## config.mk

```make
export PLATFORM = sky130hd
export DESIGN_NAME = char_lcd_write_sequencer
export DESIGN_NICKNAME = d
export VERILOG_FILES = /design/src/lcdws_pkg.sv /design/src/lcdws_bcd.sv /design/src/char_lcd_write_sequencer.sv
export SDC_FILE = /design/constraint.sdc
export NUM_CORES = 1
export LEC_CHECK = 0
export BUFFER_PORTS_ARGS = -buffer_cell sky130_fd_sc_hd__buf_2
export CAP_MARGIN = 30
export CELL_PAD_IN_SITES_DETAIL_PLACEMENT = 1
export CELL_PAD_IN_SITES_GLOBAL_PLACEMENT = 1
export CORE_MARGIN = 3
export CORE_UTILIZATION = 30
export DETAILED_ROUTE_END_ITERATION = 8
export PLACE_DENSITY_LB_ADDON = 0.1
export SLEW_MARGIN = 15
export SYNTH_ARGS = -nofsm -noshare
export SYNTH_HDL_FRONTEND = slang
export SYNTH_SLANG_ARGS = --single-unit
```

## constraint.sdc

```tcl
create_clock -name clock -period 2.95 [get_ports clock]
set_input_delay 0.295 -clock clock [delete_from_list [all_inputs] [get_ports clock]]
set_output_delay 0.295 -clock clock [all_outputs]
set_load 0.05 [all_outputs]
```

## src/lcdws_pkg.sv

```systemverilog
package lcdws_pkg;

   localparam int BIN_W      = 32;   // width of the printed number
   localparam int BCD_DIGITS = 10;   // decimal digits of a 32-bit magnitude
   localparam int BCD_W      = 4 * BCD_DIGITS;
   localparam int STEP_W     = $clog2(BIN_W);
   localparam int REMAIN_W   = $clog2(BCD_DIGITS + 1);

   localparam logic [7:0] CHAR_ZERO       = 8'h30;
   localparam logic [7:0] CHAR_MINUS      = 8'h2D;
   localparam logic [7:0] CMD_FUNC_SET_8  = 8'h38;
   localparam logic [7:0] CMD_DISPLAY_ON  = 8'h0C;
   localparam logic [7:0] CMD_CLEAR       = 8'h01;
   localparam logic [3:0] NIB_FUNC_SET_4  = 4'h2;
   localparam logic [3:0] NIB_TWO_LINES   = 4'h8;
   localparam logic       MODE_RESET      = 1'b1;

   typedef enum logic [2:0] {
      OP_CMD    = 3'd0,
      OP_DATA   = 3'd1,
      OP_CURSOR = 3'd2,
      OP_NUMBER = 3'd3,
      OP_INIT   = 3'd4
   } op_type;

   typedef enum logic [2:0] {
      ST_IDLE,
      ST_CONV,
      ST_SKIP,
      ST_LOAD,
      ST_SEND
   } state_type;

   typedef struct packed {
      logic [2:0]        opcode;
      logic [7:0]        byte_value;
      logic [5:0]        column;
      logic              row;
      logic signed [31:0] number;
   } req_type;

   typedef struct packed {
      logic       register_select;
      logic [7:0] bus_value;
      logic       last_write;
   } rsp_type;

   // one byte (or one lone nibble) waiting to go out on the bus
   typedef struct packed {
      logic       rs;
      logic       raw;    // single nibble beat, no pair
      logic       last;
      logic [7:0] value;
   } item_type;

   typedef struct packed {
      logic start;
      logic shift_digit;
   } bcd_ctrl_type;

   // power-up command run; step counts loaded items
   function automatic item_type init_item(input logic [2:0] step, input logic four);
      item_type it;
      it = '{rs: 1'b0, raw: 1'b0, last: 1'b0, value: CMD_CLEAR};
      if (four) begin
         unique case (step)
            3'd0, 3'd1: begin
               it.raw   = 1'b1;
               it.value = {4'h0, NIB_FUNC_SET_4};
            end
            3'd2: begin
               it.raw   = 1'b1;
               it.value = {4'h0, NIB_TWO_LINES};
            end
            3'd3: it.value = CMD_DISPLAY_ON;
            default: it.last = 1'b1;
         endcase
      end else begin
         unique case (step)
            3'd0: it.value = CMD_FUNC_SET_8;
            3'd1: it.value = CMD_DISPLAY_ON;
            default: it.last = 1'b1;
         endcase
      end
      return it;
   endfunction

endpackage

```

## src/lcdws_bcd.sv

```systemverilog
module lcdws_bcd
   import lcdws_pkg::*;
(
   input  logic             clock,
   input  logic             reset,
   input  bcd_ctrl_type     ctrl,
   input  logic [BIN_W-1:0] magnitude,
   output logic             busy,
   output logic [3:0]       top_digit
);

   logic [BIN_W-1:0]  bin_ff, bin_in;
   logic [BCD_W-1:0]  bcd_ff, bcd_in, bcd_adj;
   logic [STEP_W-1:0] cnt_ff, cnt_in;
   logic              busy_ff, busy_in;

   // shift-add-3: each digit of 5 or more gets 3 before the shift
   always_comb begin
      for (int d = 0; d < BCD_DIGITS; d++) begin
         bcd_adj[4*d +: 4] = (bcd_ff[4*d +: 4] >= 4'd5) ?
                             bcd_ff[4*d +: 4] + 4'd3 : bcd_ff[4*d +: 4];
      end
   end

   always_comb begin
      bin_in  = bin_ff;
      bcd_in  = bcd_ff;
      cnt_in  = cnt_ff;
      busy_in = busy_ff;
      priority if (ctrl.start) begin
         bin_in  = magnitude;
         bcd_in  = '0;
         cnt_in  = '0;
         busy_in = 1'b1;
      end else if (busy_ff) begin
         bcd_in  = {bcd_adj[BCD_W-2:0], bin_ff[BIN_W-1]};
         bin_in  = {bin_ff[BIN_W-2:0], 1'b0};
         cnt_in  = cnt_ff + 1'b1;
         busy_in = (cnt_ff != STEP_W'(BIN_W - 1));
      end else if (ctrl.shift_digit) begin
         bcd_in  = {bcd_ff[BCD_W-5:0], 4'h0};
      end
   end

   always_ff @(posedge clock) begin
      if (reset) begin
         busy_ff <= 1'b0;
      end else begin
         busy_ff <= busy_in;
      end
      bin_ff <= bin_in;
      bcd_ff <= bcd_in;
      cnt_ff <= cnt_in;
   end

   assign busy      = busy_ff;
   assign top_digit = bcd_ff[BCD_W-1 -: 4];

endmodule

```

## src/char_lcd_write_sequencer.sv

```systemverilog
// Character LCD write sequencer: one request in, a run of bus write beats out.
// A request goes through the load and send states before its first beat is registered
// (cmd/data/cursor/init); a number first passes conversion and the leading-zero skip.
// One request at a time; each byte has a load state, then goes out as one beat (8-bit) or
// a high and low nibble pair (4-bit); init nibble steps go out as one lone nibble beat.
// Reset (synchronous, active high): idle, output empty, nibble mode on.
module char_lcd_write_sequencer
   import lcdws_pkg::*;
(
   input  logic    clock,
   input  logic    reset,
   // request channel
   input  logic    req_valid,
   output logic    req_stall,
   input  req_type req_data,
   // write beat channel
   output logic    rsp_valid,
   input  logic    rsp_stall,
   output rsp_type rsp_data,
   // mode register
   input  logic    csr_valid,
   output logic    csr_ready,
   input  logic    csr_data
);

   state_type           state_ff, state_in;
   op_type              op_ff, op_in;
   logic [7:0]          byte_value_ff, byte_value_in;
   logic [5:0]          column_ff, column_in;
   logic                row_ff, row_in;
   logic                neg_ff, neg_in;        // minus sign still to send
   logic [REMAIN_W-1:0] remain_ff, remain_in;  // digits left in the BCD word
   logic [2:0]          step_ff, step_in;      // init run position
   item_type            cur_ff, cur_in;        // byte being sent
   logic                half_ff, half_in;      // high nibble already sent
   logic                rsp_valid_ff, rsp_valid_in;
   rsp_type             rsp_data_ff, rsp_data_in;
   logic                mode_ff, mode_in;

   logic                accept;
   logic                out_free;
   logic                byte_done;
   logic                skip_zero;
   logic                emit;
   logic                load;
   logic [BIN_W-1:0]    magnitude;
   logic                bcd_busy;
   logic [3:0]          top_digit;
   bcd_ctrl_type        bcd_ctrl;

   // mode register, always writable
   assign csr_ready = 1'b1;
   assign mode_in   = (csr_valid && csr_ready) ? csr_data : mode_ff;

   assign req_stall = (state_ff != ST_IDLE);
   assign accept    = req_valid && !req_stall;

   // output register frees when empty or its beat is taken this cycle
   assign out_free  = !rsp_valid_ff || !rsp_stall;
   // a byte ends on its only beat, or on the low nibble of a pair
   assign byte_done = !mode_ff || cur_ff.raw || half_ff;
   // leading zeros dropped, keeping at least one digit so zero prints "0"
   assign skip_zero = (top_digit == 4'h0) && (remain_ff > REMAIN_W'(1));

   // the most negative value wraps to its own unsigned magnitude
   assign magnitude = req_data.number[BIN_W-1] ? BIN_W'(0) - BIN_W'(req_data.number)
                                               : BIN_W'(req_data.number);

   lcdws_bcd u_bcd (
      .clock     (clock),
      .reset     (reset),
      .ctrl      (bcd_ctrl),
      .magnitude (magnitude),
      .busy      (bcd_busy),
      .top_digit (top_digit)
   );

   // ---------------- next state ----------------
   always_comb begin
      state_in = state_ff;
      unique case (state_ff)
         ST_IDLE: begin
            if (accept) begin
               priority case (req_data.opcode)
                  OP_CMD, OP_DATA, OP_CURSOR, OP_INIT: state_in = ST_LOAD;
                  OP_NUMBER:                           state_in = ST_CONV;
                  default:                             state_in = ST_IDLE;
               endcase
            end
         end
         ST_CONV: begin
            if (!bcd_busy) begin
               state_in = ST_SKIP;
            end
         end
         ST_SKIP: begin
            if (!skip_zero) begin
               state_in = ST_LOAD;
            end
         end
         ST_LOAD: state_in = ST_SEND;
         ST_SEND: begin
            if (out_free && byte_done) begin
               state_in = cur_ff.last ? ST_IDLE : ST_LOAD;
            end
         end
         default: state_in = ST_IDLE;
      endcase
   end

   // ---------------- control outputs ----------------
   always_comb begin
      bcd_ctrl = '{start: 1'b0, shift_digit: 1'b0};
      load     = 1'b0;
      emit     = 1'b0;
      unique case (state_ff)
         ST_IDLE: bcd_ctrl.start = accept && (req_data.opcode == OP_NUMBER);
         ST_CONV: ;
         ST_SKIP: bcd_ctrl.shift_digit = skip_zero;
         ST_LOAD: begin
            load = 1'b1;
            bcd_ctrl.shift_digit = (op_ff == OP_NUMBER) && !neg_ff;
         end
         ST_SEND: emit = out_free;
         default: ;
      endcase
   end

   // ---------------- datapath ----------------
   always_comb begin
      op_in         = op_ff;
      byte_value_in = byte_value_ff;
      column_in     = column_ff;
      row_in        = row_ff;
      neg_in        = neg_ff;
      remain_in     = remain_ff;
      step_in       = step_ff;
      cur_in        = cur_ff;
      half_in       = half_ff;

      if (accept) begin
         op_in         = op_type'(req_data.opcode);
         byte_value_in = req_data.byte_value;
         column_in     = req_data.column;
         row_in        = req_data.row;
         neg_in        = req_data.number[BIN_W-1];
         remain_in     = REMAIN_W'(BCD_DIGITS);
         step_in       = '0;
      end

      if (state_ff == ST_SKIP && skip_zero) begin
         remain_in = remain_ff - 1'b1;
      end

      if (load) begin
         half_in = 1'b0;
         cur_in  = '{rs: 1'b0, raw: 1'b0, last: 1'b1, value: byte_value_ff};
         priority case (op_ff)
            OP_CMD: ;
            OP_DATA: cur_in.rs = 1'b1;
            // DDRAM address: row 1 starts at 0x40, column below 64
            OP_CURSOR: cur_in.value = {1'b1, row_ff, column_ff};
            OP_NUMBER: begin
               cur_in.rs = 1'b1;
               if (neg_ff) begin
                  cur_in.value = CHAR_MINUS;
                  cur_in.last  = 1'b0;
                  neg_in       = 1'b0;
               end else begin
                  cur_in.value = CHAR_ZERO | {4'h0, top_digit};
                  cur_in.last  = (remain_ff == REMAIN_W'(1));
                  remain_in    = remain_ff - 1'b1;
               end
            end
            OP_INIT: begin
               cur_in  = init_item(step_ff, mode_ff);
               step_in = step_ff + 1'b1;
            end
            default: ;
         endcase
      end

      if (emit) begin
         half_in = !byte_done;
      end
   end

   // output register: loads a beat, or empties once its beat is taken
   always_comb begin
      rsp_data_in  = rsp_data_ff;
      rsp_valid_in = rsp_valid_ff && rsp_stall;
      if (emit) begin
         rsp_valid_in                = 1'b1;
         rsp_data_in.register_select = cur_ff.rs;
         rsp_data_in.last_write      = cur_ff.last && byte_done;
         priority if (!mode_ff) begin
            rsp_data_in.bus_value = cur_ff.value;
         end else if (cur_ff.raw || half_ff) begin
            rsp_data_in.bus_value = {4'h0, cur_ff.value[3:0]};
         end else begin
            rsp_data_in.bus_value = {4'h0, cur_ff.value[7:4]};
         end
      end
   end

   always_ff @(posedge clock) begin
      if (reset) begin
         state_ff     <= ST_IDLE;
         rsp_valid_ff <= 1'b0;
         mode_ff      <= MODE_RESET;
         half_ff      <= 1'b0;
      end else begin
         state_ff     <= state_in;
         rsp_valid_ff <= rsp_valid_in;
         mode_ff      <= mode_in;
         half_ff      <= half_in;
      end
      op_ff         <= op_in;
      byte_value_ff <= byte_value_in;
      column_ff     <= column_in;
      row_ff        <= row_in;
      neg_ff        <= neg_in;
      remain_ff     <= remain_in;
      step_ff       <= step_in;
      cur_ff        <= cur_in;
      rsp_data_ff   <= rsp_data_in;
   end

   assign rsp_valid = rsp_valid_ff;
   assign rsp_data  = rsp_data_ff;

endmodule
```

Word-level counts from Yosys, hierarchy flattened
Index checks and enable logic that the tools add are counted.
{"block": "word_totals", "reg_bits": 131}
{"block": "op_classes", "mux": 55, "order_cmp": 11, "add_sub_neg": 14, "reduce_logical": 33, "n_eq_ne": 21}
{"operator": "32-bit 2-to-1 mux", "n": 3}
{"operator": "40-bit 2-to-1 mux", "n": 2}
{"operator": "4-bit 2-to-1 mux", "n": 15}
{"operator": "4-bit by 3-bit >= comparator with 1-bit output, second input constant", "n": 10}
{"operator": "4-bit by 2-bit adder with 4-bit output, second input constant", "n": 9}
{"operator": "1-bit by 32-bit subtractor with 32-bit output, first input constant", "n": 1}
{"operator": "3-bit by 2-bit == test with 1-bit output, second input constant", "n": 8}
{"operator": "3-bit 2-to-1 mux", "n": 8}
{"operator": "8-bit case mux with 3 select lines", "n": 1}
{"operator": "9-bit 2-to-1 mux", "n": 2}
{"operator": "1-bit 2-to-1 mux", "n": 16}
{"operator": "3-bit case mux with 5 select lines", "n": 1}
{"operator": "3-bit by 1-bit == test with 1-bit output, second input constant", "n": 4}
{"operator": "4-bit case mux with 3 select lines", "n": 1}
{"operator": "6-bit case mux with 2 select lines", "n": 1}
{"operator": "3-bit == test, second input constant", "n": 3}
{"operator": "3-bit zero test", "n": 3}
{"operator": "1-bit logical AND", "n": 8}
{"operator": "8-bit 2-to-1 mux", "n": 1}
{"operator": "2-bit != test, second input constant", "n": 4}
{"operator": "4-bit OR reduction", "n": 2}
{"operator": "1-bit zero test", "n": 6}
{"operator": "2-bit nonzero test", "n": 3}
{"operator": "5-bit by 1-bit adder with 5-bit output, second input constant", "n": 1}
{"operator": "other kinds (16)", "n": 21}

Depth between registers and ports, before layout
Gate-level depths: netlist of run 1.
{"block": "logic_depth", "depth_word": 8, "mapped_depth": 10, "depth_no_buf": 7}

Modules after synthesis
Synthesis of run 1 repeated with hierarchy kept, for this count alone.
{"block": "unflattened", "hier_cells": 750, "area_unflattened_um2": 7724.9}
{"mod": "lcdws_bcd", "n_inst": 1, "cells_per_inst": 435, "area_each_um2": 4535.6}
{"mod": "char_lcd_write_sequencer", "n_inst": 1, "cells_per_inst": 315, "area_each_um2": 3189.3}

Worst setup path after synthesis of run 1
Ideal clock, no wire load.
{"block": "synth_timing", "path_kind": "register -> register", "startpoint": "reg state_ff[1]", "endpoint": "reg u_bcd.bin_ff[0] (enable)", "t_arrival_ns": 2.457, "setup_slack_ns": 0.103, "path_buffers": 4, "stages_incl_launch_ff": 8, "path_cell_list": "dfxtp_1 buf_6 or4b_4 buf_6 or3_4 buf_6 clkbuf_1 nand2_1"}
{"block": "synth_via", "elab_chain_cells": 6}
{"item": "from (decl)", "line": "char_lcd_write_sequencer.sv:26", "text": "state_type state_ff, state_in;"}
{"item": "from (signal assigned)", "line": "char_lcd_write_sequencer.sv:213", "text": "state_ff <= state_in;"}
{"item": "3-bit nonzero test", "line": "char_lcd_write_sequencer.sv:55", "text": "assign req_stall = (state_ff != ST_IDLE);"}
{"item": "1-bit zero test", "line": "char_lcd_write_sequencer.sv:56", "text": "assign accept = req_valid && !req_stall;"}
{"item": "1-bit logical AND", "line": "char_lcd_write_sequencer.sv:56"}
{"item": "1-bit logical AND", "line": "char_lcd_write_sequencer.sv:117", "text": "ST_IDLE: bcd_ctrl.start = accept && (req_data.opcode == OP_NUMBER);"}
{"item": "1-bit 2-to-1 mux *", "line": "char_lcd_write_sequencer.sv:116", "text": "unique case (state_ff)"}
{"item": "2-bit nonzero test (no source line) *"}
{"item": "to (signal assigned)", "line": "lcdws_bcd.sv:51", "text": "bin_ff <= bin_in;"}
{"item": "to (decl)", "line": "lcdws_bcd.sv:12", "text": "logic [BIN_W-1:0] bin_ff, bin_in;"}
Every way passes the cells marked *; elsewhere a longest branch is shown, timed or not.
A chain may end at the register's enable or synchronous reset.

Worst setup path in the final report of run 1
{"block": "layout_timing", "startpoint": "reg state_ff[0]", "endpoint": "reg u_bcd.bin_ff[16] (data pin)"}
{"block": "layout_via", "elab_chain_cells": 6}
{"item": "3-bit nonzero test", "line": "char_lcd_write_sequencer.sv:55"}
{"item": "1-bit zero test", "line": "char_lcd_write_sequencer.sv:56"}
{"item": "1-bit logical AND", "line": "char_lcd_write_sequencer.sv:56"}
{"item": "1-bit logical AND", "line": "char_lcd_write_sequencer.sv:117"}
{"item": "1-bit 2-to-1 mux *", "line": "char_lcd_write_sequencer.sv:116"}
{"item": "32-bit 2-to-1 mux *", "line": "lcdws_bcd.sv:30", "text": "priority if (ctrl.start) begin"}
{"item": "net u_bcd.bin_in[16]", "line": "lcdws_bcd.sv:12"}
The timed path passes the listed nets; every way through them passes the cells marked *.

==> results of run 1 <==
-- layer usage --
| metal | routed length [um] | global-route usage | vias up |
|---|---|---|---|
| met2 | 9570 | 0.269 | 99 |
| met1 | 9380 | 0.202 | 2993 |
| li1 | - | - | 3017 |
| met3 | 641 | 0.0292 | 28 |
| met5 | 0 | 0 | - |
| met4 | 312 | 0.0511 | 0 |
-- per-stage QoR --
step	utilization	setup WS, ns	cells
floorplan	-	0.103	801
global placement	0.340	0.429	1162
detailed placement	0.340	0.358	1162
CTS	0.366	0.431	1194
global route	0.366	0.236	1194
finish	0.366	0.457	1194
-- layout by cell type (no fill, tap or decap), types with 5 or more instances in the layout --
cell type	count
nand2_1	114
inv_8	5
nor2_1	46
clkbuf_16	17
a221oi_1	9
o22ai_1	8
o21a_1	5
o41ai_1	9
nand3_1	30
o311ai_0	8
inv_6	5
dfxtp_1	59
nand2b_1	27
nor2b_1	8
a31oi_1	19
buf_4	19
nor4_1	6
o31ai_1	9
mux2i_1	13
a21oi_1	48
o21ai_0	68
a21boi_0	9
nor3_1	9
edfxtp_1	71
ha_1	31
mux2_2	16
xnor2_1	14
xor2_1	28
or3_1	7
inv_1	35
nor3b_1	6
buf_2	67
-- where the power goes --
| group | internal (mW) | switching [mW] | total [mW] |
|---|---|---|---|
| sequential | 2.39 | 0.551 | 2.94 |
| clock | 1.29 | 0.915 | 2.20 |
| combinational | 1.06 | 1.21 | 2.27 |
| total | 4.74 | 2.67 | 7.41 |
-- worst max-delay path, delay by kind of cell, from the launching register on --
family	cells	cell delay, ns
and+or+nand+nor	3	1.35
DFF	1	0.41
buffers and inverters	1	0.34
AOI/OAI and AO/OA	1	0.09
-- worst paths after layout --
check,start,end,slack (ns),cells past startpoint
setup / recovery,state_ff[0],u_bcd.bin_ff[16],0.46,5
hold / removal,req_data[46],byte_value_ff[7],0.04,1
setup reg to reg,state_ff[0],u_bcd.bin_ff[16],0.46,5
hold reg to reg,cur_ff[10],rsp_data[9],0.43,0
-- cell type report --
class | count | area (um2)
tap | 319 | 399
multi-input combinational | 589 | 3690
clock buffer | 17 | 425
timing repair buffer | 88 | 518
clock inverter | 15 | 184
fill | 2754 | 15100
sequential | 131 | 3330
inverter | 35 | 131
-- registers in the layout, summed over array words and instances, names as in the netlist, 3 cells and up --
register and cells:
op_ff 3, u_bcd.bin_ff 32, rsp_data 10, u_bcd.cnt_ff 5, u_bcd.bcd_ff 40, column_ff 6, step_ff 3, byte_value_ff 8
cur_ff 11, state_ff 3, remain_ff 4
-- cell families (layout without fill, tap and decap cells) --
family,Yosys count,in the layout,synth area share
buffers and inverters,81,155,0.0453
AO/OA/AOI/OAI,212,212,0.179
other,1,1,0.000510
multiplexers,29,29,0.0422
flip-flops,131,131,0.453
adder cells (fa/ha/maj),31,31,0.0527
XOR/XNOR,42,42,0.0500
AND/OR/NAND/NOR,274,274,0.177
==> flow_metrics.env, run 1 <==
export IMPL_drtPass1Iterations=4
export IMPL_track_usage=0.158
export IMPL_clockRootBuffer="clkbuf_16"
export IMPL_initial_core_util=0.310
export IMPL_path_clk_slew_ns=0.07
export IMPL_synthesis_nets=888
export IMPL_numCtsBuffers=17
export IMPL_hp_class="in -> reg"
export IMPL_fin_crit_sh=0.845
export IMPL_slew_headroom=0.481
export IMPL_cpPeakStageDelay_ns=0.64
export IMPL_final_antenna_net_count=0
export IMPL_fin_area_um2=8690
export IMPL_drc_errors=0
export IMPL_post_route_min_period_ns=2.49
export IMPL_status="complete, no violations"
export IMPL_p_per_area_nw_per_um2=853
export IMPL_nNetsFinal=949
export IMPL_rsz0062_at_grt="no"
export IMPL_slew_viol_final=0
export IMPL_yosys_most_used_dff="edfxtp_1"
export IMPL_crit_arrival_ns=2.66
export IMPL_leakagePower_nw=3.44
export IMPL_ys_types=61
export IMPL_synth_warnings=0
export IMPL_grt_antenna_before_repair=0
export IMPL_fin_setup_tns_ns=0
export IMPL_grt_pass1_vias=6529
export IMPL_cts_hold_buf=0
export IMPL_critPathMaxFanout=53
export IMPL_synth_area_leaders="edfxtp_1 29%, dfxtp_1 16%, nand2_1 5.8%, ha_1 5.3%, o21ai_0 4.6%"
export IMPL_crit_type="reg -> reg"
export IMPL_end_kind="register"
export IMPL_setup_viol=0
export IMPL_num_vias=6137
export IMPL_fin_hold_ws_ns=0.0368
export IMPL_clk_latency_ns=0.44
export IMPL_fmax_mhz=401
export IMPL_drt_total_wl_um=19900
export IMPL_critPathRequiredTime_ns=3.12
export IMPL_place_area_um2=8080
export IMPL_grt_max_degree=62
export IMPL_cts_tree="yes"
export IMPL_grt_first_pass_wirelength_um=33700
export IMPL_ys_seq_area_frac=0.453
export IMPL_io_buffers=67
export IMPL_p_total_mw=7.41
export IMPL_cts_buffer_depth=2
export IMPL_drive_gt1_frac=0.165
export IMPL_dieHeight_um=163
export IMPL_core_um2=23800
export IMPL_overflow=0
export IMPL_clock_skew_ns=0.0154
export IMPL_dp_hpwl_um=13900
export IMPL_yosysTopAreaCellShare=0.290
export IMPL_htree_levels=4
export IMPL_postCtsResizedCells=0
export IMPL_ys_async_sr_fraction=0
export IMPL_n_antenna_cell=0
export IMPL_crit_slowest_cell="or4b_4"
export IMPL_via_per_inst=5.14
export IMPL_rows=56
export IMPL_postCtsSetupBuffers=0
export IMPL_synth_common_cells="114 x nand2_1, 71 x edfxtp_1, 68 x o21ai_0, 60 x dfxtp_1, 48 x a21oi_1"
export IMPL_design_die_area_um2=26400
export IMPL_wl_per_cell_um=16.7
export IMPL_gp_congestion=0.788
export IMPL_syn2layout_area_growth_pct=18.1
export IMPL_syn_inst=801
export IMPL_hold_viol=0
export IMPL_synth_edf_count=71
export IMPL_synth_area_leader_cell="edfxtp_1"
export IMPL_syn_avg_cell_area_um2=9.18
export IMPL_max_cap_viol_count=0
export IMPL_ys_seq_elements=131
export IMPL_tightestPinTransition_ns=0.778
export IMPL_crit_path_cell_trace="or4b_4, or3_4, buf_4, nand2_1, o21ai_0"
export IMPL_synthesis_area_um2=7350
export IMPL_dr_first_iter_drc_count=297
export IMPL_io_pins=69
export IMPL_ir_drop_uv=290
export IMPL_yosysMostFrequentCell="nand2_1"
export IMPL_startpoint_type="register"
export IMPL_clock_sinks=131
export IMPL_die_w_um=163
Note: power is estimated with default switching activity, not from simulation.
==> run 2, diff against run 1 <==
--- a/config.mk
+++ b/config.mk
@@ -5,6 +5,7 @@
 export SDC_FILE = /design/constraint.sdc
 export NUM_CORES = 1
 export LEC_CHECK = 0
+export ABC_AREA = 1
 export BUFFER_PORTS_ARGS = -buffer_cell sky130_fd_sc_hd__buf_2
 export CAP_MARGIN = 30
 export CELL_PAD_IN_SITES_DETAIL_PLACEMENT = 1
==> constraint.sdc (replaced) <==
create_clock -name clock -period 2.1 [get_ports clock]
set_input_delay 0.21 -clock clock [delete_from_list [all_inputs] [get_ports clock]]
set_output_delay 0.21 -clock clock [all_outputs]
set_load 0.05 [all_outputs]
==> run 2 against run 1 <==
Fmax up 34%. Die area up 0.62%. Design area up 2.8%. Flip-flop and latch count unchanged. Combinational power up 52%. Routed wire length up 2.8%. First-iteration DRC count down 11%. Critical path depth up 5.
==> flow_metrics.env, run 2 <==
export IMPL_yosysTopAreaCellShare=0.288
export IMPL_end_kind="register"
export IMPL_regMostFlops="u_bcd.bcd_ff"
export IMPL_dr_first_iter_drc_count=263
export IMPL_crit_path_cell_trace="inv_1, ha_1, o21ai_0, nand4_1, buf_4, nand2_1, inv_2, nand2_2, o21ai_0, inv_1"
export IMPL_post_route_min_period_ns=1.86
export IMPL_p_clk_frac=0.284
export IMPL_critPathCapture="remain_ff[3]"
export IMPL_regArea_um2=3330
export IMPL_synth_common_cells="235 x nand2_1, 119 x nor2_1, 110 x o21ai_0, 105 x inv_1, 71 x edfxtp_1"
export IMPL_synthesis_area_um2=7400
export IMPL_post_synth_and_or_nand_nor_area_fraction=0.259
export IMPL_nNetsFinal=1151
export IMPL_multi_input_area_um2=3500
export IMPL_synth_top_family_by_area="simple AND/OR/NAND/NOR gates"
export IMPL_fin_crit_sh=0.883
export IMPL_ys_types=44
export IMPL_syn2layout_area_growth_pct=20.7
export IMPL_critPathRequiredTime_ns=2.46
export IMPL_largestRegisters="u_bcd.bcd_ff (40), u_bcd.bin_ff (32), cur_ff (11)"
export IMPL_grt_pass1_vias=6861
export IMPL_grt_first_pass_wirelength_um=34800
export IMPL_ys_seq_elements=131
export IMPL_wl_per_cell_um=14.7
export IMPL_fin_setup_tns_ns=0
export IMPL_fin_util=0.374
export IMPL_crit_slowest_cell="dfxtp_1"
export IMPL_hold_viol=0
export IMPL_grt_antenna_before_repair=0
export IMPL_final_antenna_net_count=0
export IMPL_fin_area_um2=8930
export IMPL_status="complete, no violations"
export IMPL_io_buffers=67
export IMPL_track_usage=0.163
export IMPL_clk_latency_ns=0.42
export IMPL_grt_max_degree=64
export IMPL_r2r_end="remain_ff[3]"
export IMPL_synth_warnings=0
export IMPL_core_um2=23900
export IMPL_reg2reg_slack_ns=0.24
export IMPL_num_vias=6589
export IMPL_p_sw_frac=0.391
export IMPL_fillers=2968
export IMPL_dieHeight_um=163
export IMPL_drc_errors=0
export IMPL_drtPass1Iterations=5
export IMPL_crit_arrival_ns=2.22
export IMPL_syn_inst=973
export IMPL_synthAdderAreaFrac=0.0524
export IMPL_io_pins=69
export IMPL_dp_cells=1346
export IMPL_ys_async_sr_fraction=0
export IMPL_cpPeakStageDelay_ns=0.34
export IMPL_crit_type="reg -> reg"
export IMPL_combPwrFrac=0.335
export IMPL_dp_hpwl_um=15000
export IMPL_gp_congestion=0.788
export IMPL_rows=56
export IMPL_drive_gt1_frac=0.124
export IMPL_clockRootBuffer="clkbuf_16"
export IMPL_synth_area_leader_cell="edfxtp_1"
export IMPL_cts_buffer_depth=2
export IMPL_drt_total_wl_um=20500
export IMPL_p_sw_mw=4.04
export IMPL_postCtsSetupBuffers=0
export IMPL_cts_tree="yes"
export IMPL_setup_viol=0
export IMPL_synth_edf_count=71
export IMPL_synth_area_leaders="edfxtp_1 29%, dfxtp_1 16%, nand2_1 12%, o21ai_0 7.4%, nor2_1 6.0%"
export IMPL_p_per_area_nw_per_um2=1160
export IMPL_ir_drop_uv=532
export IMPL_rsz0062_at_grt="no"
export IMPL_startpoint="remain_ff[0]"
export IMPL_die_w_um=163
export IMPL_syn_avg_cell_area_um2=7.61
export IMPL_synth_xor_area_share=0.0260
export IMPL_leakagePower_nw=3.95
export IMPL_p_seq_frac=0.380
export IMPL_cell_internal_pwr_mw=6.28
export IMPL_yosys_most_used_dff="edfxtp_1"
export IMPL_via_per_inst=4.72
export IMPL_path_clk_slew_ns=0.07
export IMPL_critPathMaxFanout=6
export IMPL_timing_rr_start="remain_ff[0]"
export IMPL_slew_viol_final=0
export IMPL_yosysMostFrequentCell="nand2_1"
export IMPL_ys_seq_area_frac=0.450
export IMPL_overflow=0
export IMPL_reg2reg_depth=10
export IMPL_synthesis_nets=1060
export IMPL_p_total_mw=10.3
export IMPL_design_die_area_um2=26600
export IMPL_final_common_cell="nand2_1"
export IMPL_fmax_mhz=539
export IMPL_place_area_um2=8170
export IMPL_clock_skew_ns=0.0112
export IMPL_synthMuxAreaShare=0
export IMPL_clock_sinks=131
export IMPL_numCtsBuffers=17
export IMPL_final_cell_mix="233 x nand2_1, 119 x nor2_1, 110 x o21ai_0, 104 x inv_1, 71 x edfxtp_1"
export IMPL_n_antenna_cell=0
export IMPL_fin_cells=1396
export IMPL_startpoint_type="register"
export IMPL_synth_compound_area_share=0.135
export IMPL_initial_core_util=0.310
export IMPL_max_cap_viol_count=0
export IMPL_largest_reg_flops=40
export IMPL_htree_levels=4
export IMPL_hp_class="in -> reg"
==> run 2: changes by cell type in the layout (fill, tap and decap cells not counted), moves of 16 or more <==
cell,before,now
nand3_1,30,69
mux2_2,16,0
inv_1,35,104
o21ai_0,68,110
nand2b_1,27,0
nand2_1,114,233
dlygate4sd3_1,0,18
nor2_1,46,119
==> run 2: worst max-delay path, delay by kind of cell, from the launching register on <==
family                   cells  cell delay (ns)
adder cells (fa/ha/maj)      1             0.22
flip-flops                   1             0.34
AND/OR/NAND/NOR              3             0.49
AO/OA/AOI/OAI                2             0.30
buffers and inverters        4             0.45
==> run 2: how the worst min path moves through the flow <==
stage	startpoint	endpoint	slack [ns]	cells after the start
4_1_cts	csr_data	mode_ff	0.005	3
3_5_place_dp	req_data[42]	byte_value_ff[3]	0.39	1
3_3_place_gp	req_data[40]	byte_value_ff[1]	0.39	1
6_report	csr_data	mode_ff	0.03	3
2_1_floorplan	reset	half_ff	0.28	1
5_1_grt	req_data[49]	op_ff[2]	0.02	1
==> run 2: cells by family after synthesis <==
logic type	after synthesis
flip-flops	131
buffers and inverters	142
XOR/XNOR	22
AO/OA/AOI/OAI	187
other	1
adder cells (fa/ha/maj)	31
AND/OR/NAND/NOR	459
==> run 2: layout make-up <==
class | count | area share
inverters | 109 | 0.0458
multi-input cells | 700 | 0.392
clock inverters | 15 | 0.0174
repair buffers | 105 | 0.0787
flip-flops and latches | 131 | 0.373
well taps | 319 | 0.0447
clock buffers | 17 | 0.0476
==> run 2: power groups by stage <==
stage	clock (mW)	sequential, mW	combinational, mW
3_5_place_dp	0	3.98	3.47
6_report	2.93	3.92	3.46
4_1_cts	3.02	3.93	3.52
2_1_floorplan	0	3.84	2.58
5_1_grt	3.13	4.03	4.10
3_3_place_gp	0	3.99	3.43
==> run 2: per-stage QoR <==
| step | setup slack [ns] | hold WS (ns) |
|---|---|---|
| after global routing | 0.0226 | 0.0249 |
| after global placement | 0.126 | 0.388 |
| after detailed placement | 0.0801 | 0.389 |
| after CTS | 0.0666 | 0.00471 |
| final | 0.245 | 0.0251 |
| after floorplan | 0.0535 | 0.279 |
==> run 2: metal layers <==
metal  up-vias  global-route usage  share of wire
met5         -                   0              0
met4         0              0.0404         0.0087
met3        10              0.0226          0.023
met2        73               0.279           0.48
met1      3097               0.217           0.49
li1       3409                   -              -
==> run 2: what timing repair did <==
| action | in CTS | in global routing |
|---|---|---|
| endpoints found under the setup margin | 0 | 4 |
| endpoints found under the hold margin | 18 | 0 |
| hold buffers | 18 | 0 |
| gates resized for setup | 0 | 2 |
==> run 3, diff against run 2 <==
--- a/config.mk
+++ b/config.mk
@@ -17,4 +17,5 @@
 export SLEW_MARGIN = 15
 export SYNTH_ARGS = -nofsm -noshare
 export SYNTH_HDL_FRONTEND = slang
+export SYNTH_HIERARCHICAL = 1
 export SYNTH_SLANG_ARGS = --single-unit
==> run 3 against run 2 <==
Total power grew 2.1%. Clock skew is 0.0019 ns lower. Die area grew 5.4%. First-iteration DRC count is 7.2% lower. Hold slack gained 0.019 ns. Cell count up 4.7%. Utilization shrank 0.78 points.
==> flow_metrics.env, run 3 <==
export IMPL_status="complete, no violations"
export IMPL_ys_seq_area_frac=0.426
export IMPL_slew_headroom=0.630
export IMPL_nNetsFinal=1204
export IMPL_drc_errors=0
export IMPL_drt_total_wl_um=20900
export IMPL_p_total_mw=10.5
export IMPL_synth_edf_count=71
export IMPL_dp_hpwl_um=14900
export IMPL_grt_antenna_before_repair=0
export IMPL_combPwrFrac=0.341
export IMPL_final_cell_mix="301 x nand2_1, 117 x inv_1, 88 x o21ai_0, 71 x nor2_1, 71 x edfxtp_1"
export IMPL_grt_pass1_vias=7112
export IMPL_clock_skew_ns=0.00927
export IMPL_synthesis_area_um2=7820
export IMPL_yosys_most_used_dff="edfxtp_1"
export IMPL_cell_internal_pwr_mw=6.37
export IMPL_ys_seq_elements=131
export IMPL_largestRegisters="u_bcd/bcd_ff (40), u_bcd/bin_ff (32), cur_ff (11)"
export IMPL_synthesis_nets=1119
export IMPL_drive_gt1_frac=0.152
export IMPL_fin_setup_tns_ns=0
export IMPL_critPathRequiredTime_ns=2.45
export IMPL_setup_viol=0
export IMPL_synth_common_cells="301 x nand2_1, 118 x inv_1, 88 x o21ai_0, 71 x edfxtp_1, 71 x nor2_1"
export IMPL_regMostFlops="u_bcd/bcd_ff"
export IMPL_design_die_area_um2=28000
export IMPL_synth_warnings=6
export IMPL_fin_area_um2=9300
export IMPL_cpPeakStageDelay_ns=0.40
export IMPL_ys_async_sr_fraction=0
export IMPL_leakagePower_nw=4.11
export IMPL_yosysTopAreaCellShare=0.273
export IMPL_reg2reg_depth=10
export IMPL_place_area_um2=8520
export IMPL_cts_buffer_depth=2
export IMPL_initial_core_util=0.308
export IMPL_dr_first_iter_drc_count=244
export IMPL_crit_type="reg -> reg"
export IMPL_gp_congestion=0.776
export IMPL_grt_first_pass_wirelength_um=35100
export IMPL_num_vias=6883
export IMPL_p_seq_frac=0.383
export IMPL_drtPass1Iterations=4
export IMPL_numCtsBuffers=17
export IMPL_cp_common_cell="o21ai_0"
export IMPL_crit_arrival_ns=2.21
export IMPL_overflow=0
export IMPL_ys_types=47
export IMPL_post_route_min_period_ns=1.86
export IMPL_rsz0062_at_grt="no"
export IMPL_grt_max_degree=47
export IMPL_max_cap_viol_count=0
export IMPL_crit_path_cell_trace="inv_1, ha_1, o21ai_0, nand2_2, nand2_4, inv_2, nand2_8, buf_12, o21ai_0, nor3_1"
export IMPL_p_per_area_nw_per_um2=1130
export IMPL_tightestPinTransition_ns=0.556
export IMPL_r2r_end="u_bcd/bcd_ff[11]"
export IMPL_fmax_mhz=538
export IMPL_yosysMostFrequentCell="nand2_1"
export IMPL_fin_crit_sh=0.886
export IMPL_htree_levels=4
export IMPL_largest_reg_flops=40
export IMPL_hold_viol=0
export IMPL_end_kind="register"
export IMPL_startpoint_type="register"
export IMPL_syn_avg_cell_area_um2=7.57
export IMPL_critPathMaxFanout=23
export IMPL_critPathCapture="u_bcd/bcd_ff[11]"
export IMPL_clk_latency_ns=0.42
export IMPL_slew_viol_final=0
export IMPL_cts_tree="yes"
export IMPL_p_clk_frac=0.276
export IMPL_crit_slowest_cell="dfxtp_1"
export IMPL_final_antenna_net_count=0
export IMPL_p_sw_frac=0.396
export IMPL_io_buffers=67
export IMPL_core_um2=25400
export IMPL_p_sw_mw=4.17
export IMPL_synth_area_leaders="edfxtp_1 27%, dfxtp_1 15%, nand2_1 14%, inv_1 5.7%, o21ai_0 5.6%"
export IMPL_clock_sinks=131
export IMPL_n_antenna_cell=0
export IMPL_hp_class="in -> reg"
export IMPL_path_clk_slew_ns=0.06
export IMPL_rows=58
export IMPL_wl_per_cell_um=14.3
export IMPL_reg2reg_slack_ns=0.24
export IMPL_io_pins=69
export IMPL_postCtsSetupBuffers=0
export IMPL_clockRootBuffer="clkbuf_16"
export IMPL_syn2layout_area_growth_pct=18.8
export IMPL_startpoint="remain_ff[0]"
export IMPL_die_w_um=167
export IMPL_via_per_inst=4.71
export IMPL_synth_area_leader_cell="edfxtp_1"
export IMPL_syn_inst=1033
export IMPL_dieHeight_um=167
export IMPL_timing_rr_start="remain_ff[0]"
export IMPL_worstHoldPathCells=1
export IMPL_ir_drop_uv=581
export IMPL_final_common_cell="nand2_1"
export IMPL_track_usage=0.152
==> run 3: changes by cell type after synthesis, moves of 10 or more <==
cell and change:
nor3_1 +13, inv_1 +13, o21ai_0 -22, nand2_1 +66, nand3_1 -10, nor2_1 -48
nor2_2 +10
==> run 3: layer usage <==
| metal | track usage | wire length [um] | vias up |
|---|---|---|---|
| li1 | - | - | 3537 |
| met1 | 0.198 | 10100 | 3245 |
| met2 | 0.260 | 9970 | 87 |
| met3 | 0.0295 | 567 | 14 |
| met4 | 0.0363 | 187 | 0 |
| met5 | 0 | 0 | - |
==> run 3: layout make-up <==
type                       count  area, um2
clock buffer                  17        425
inverter                     133        513
fill                        3164      16100
sequential                   131       3330
multi-input combinational    732       3760
clock inverter                15        156
timing repair buffer         103        694
tap                          330        413
==> run 3: worst min-delay path by stage <==
stage / start / endpoint / slack [ns]
finish: req_data[49] / op_ff[2] / 0.04
global route: req_data[49] / op_ff[2] / 0.03
CTS: req_data[49] / op_ff[2] / 0.02
detailed placement: req_data[46] / byte_value_ff[7] / 0.39
global placement: req_data[46] / byte_value_ff[7] / 0.39
floorplan: reset / rsp_valid / 0.28
==> run 3: repair_timing <==
item                                    4_1_cts  5_1_grt
hold buffers                                 19        0
endpoints found under the hold margin        18        0
resized for setup                             0        1
endpoints found under the setup margin        0       21
==> run 3: logic make-up (layout without fill, tap and decap cells) <==
logic type                 count (synthesis)  count (layout)  synth area share
and+or+nand+nor                          507             507             0.283
buffers and inverters                    170             268            0.0939
AOI/OAI and AO/OA                        164             164             0.114
DFF                                      131             131             0.426
adders and majority gates                 30              30            0.0480
xor gates and xnor gates                  30              30            0.0336
other                                      1               1          0.000479
==> run 3: stage by stage <==
| stage | std cells | util | hold slack, ns | worst slack (ns) |
|---|---|---|---|---|
| after floorplan | 1033 | - | 0.279 | 0.0570 |
| after global placement | 1410 | 0.335 | 0.388 | 0.244 |
| after detailed placement | 1410 | 0.335 | 0.391 | 0.174 |
| after CTS | 1461 | 0.366 | 0.0207 | 0.161 |
| after global routing | 1461 | 0.366 | 0.0259 | 0.0284 |
| final | 1461 | 0.366 | 0.0441 | 0.240 |
==> run 3: worst max-delay path, delay by kind of cell, from the launching register on <==
| family | cells | cell delay [ns] |
|---|---|---|
| and+or+nand+nor | 4 | 0.57 |
| AOI/OAI and AO/OA | 2 | 0.28 |
| buffers and inverters | 3 | 0.29 |
| adders and majority gates | 1 | 0.23 |
| DFF | 1 | 0.40 |
==> run 3: power groups by stage <==
stage / logic (mW) / clock network (mW) / registers [mW]
detailed placement: 3.60 / 0 / 4.08
floorplan: 2.79 / 0 / 3.90
CTS: 3.65 / 3.02 / 4.04
finish: 3.59 / 2.91 / 4.03
global placement: 3.54 / 0 / 4.09
global route: 4.21 / 3.14 / 4.14
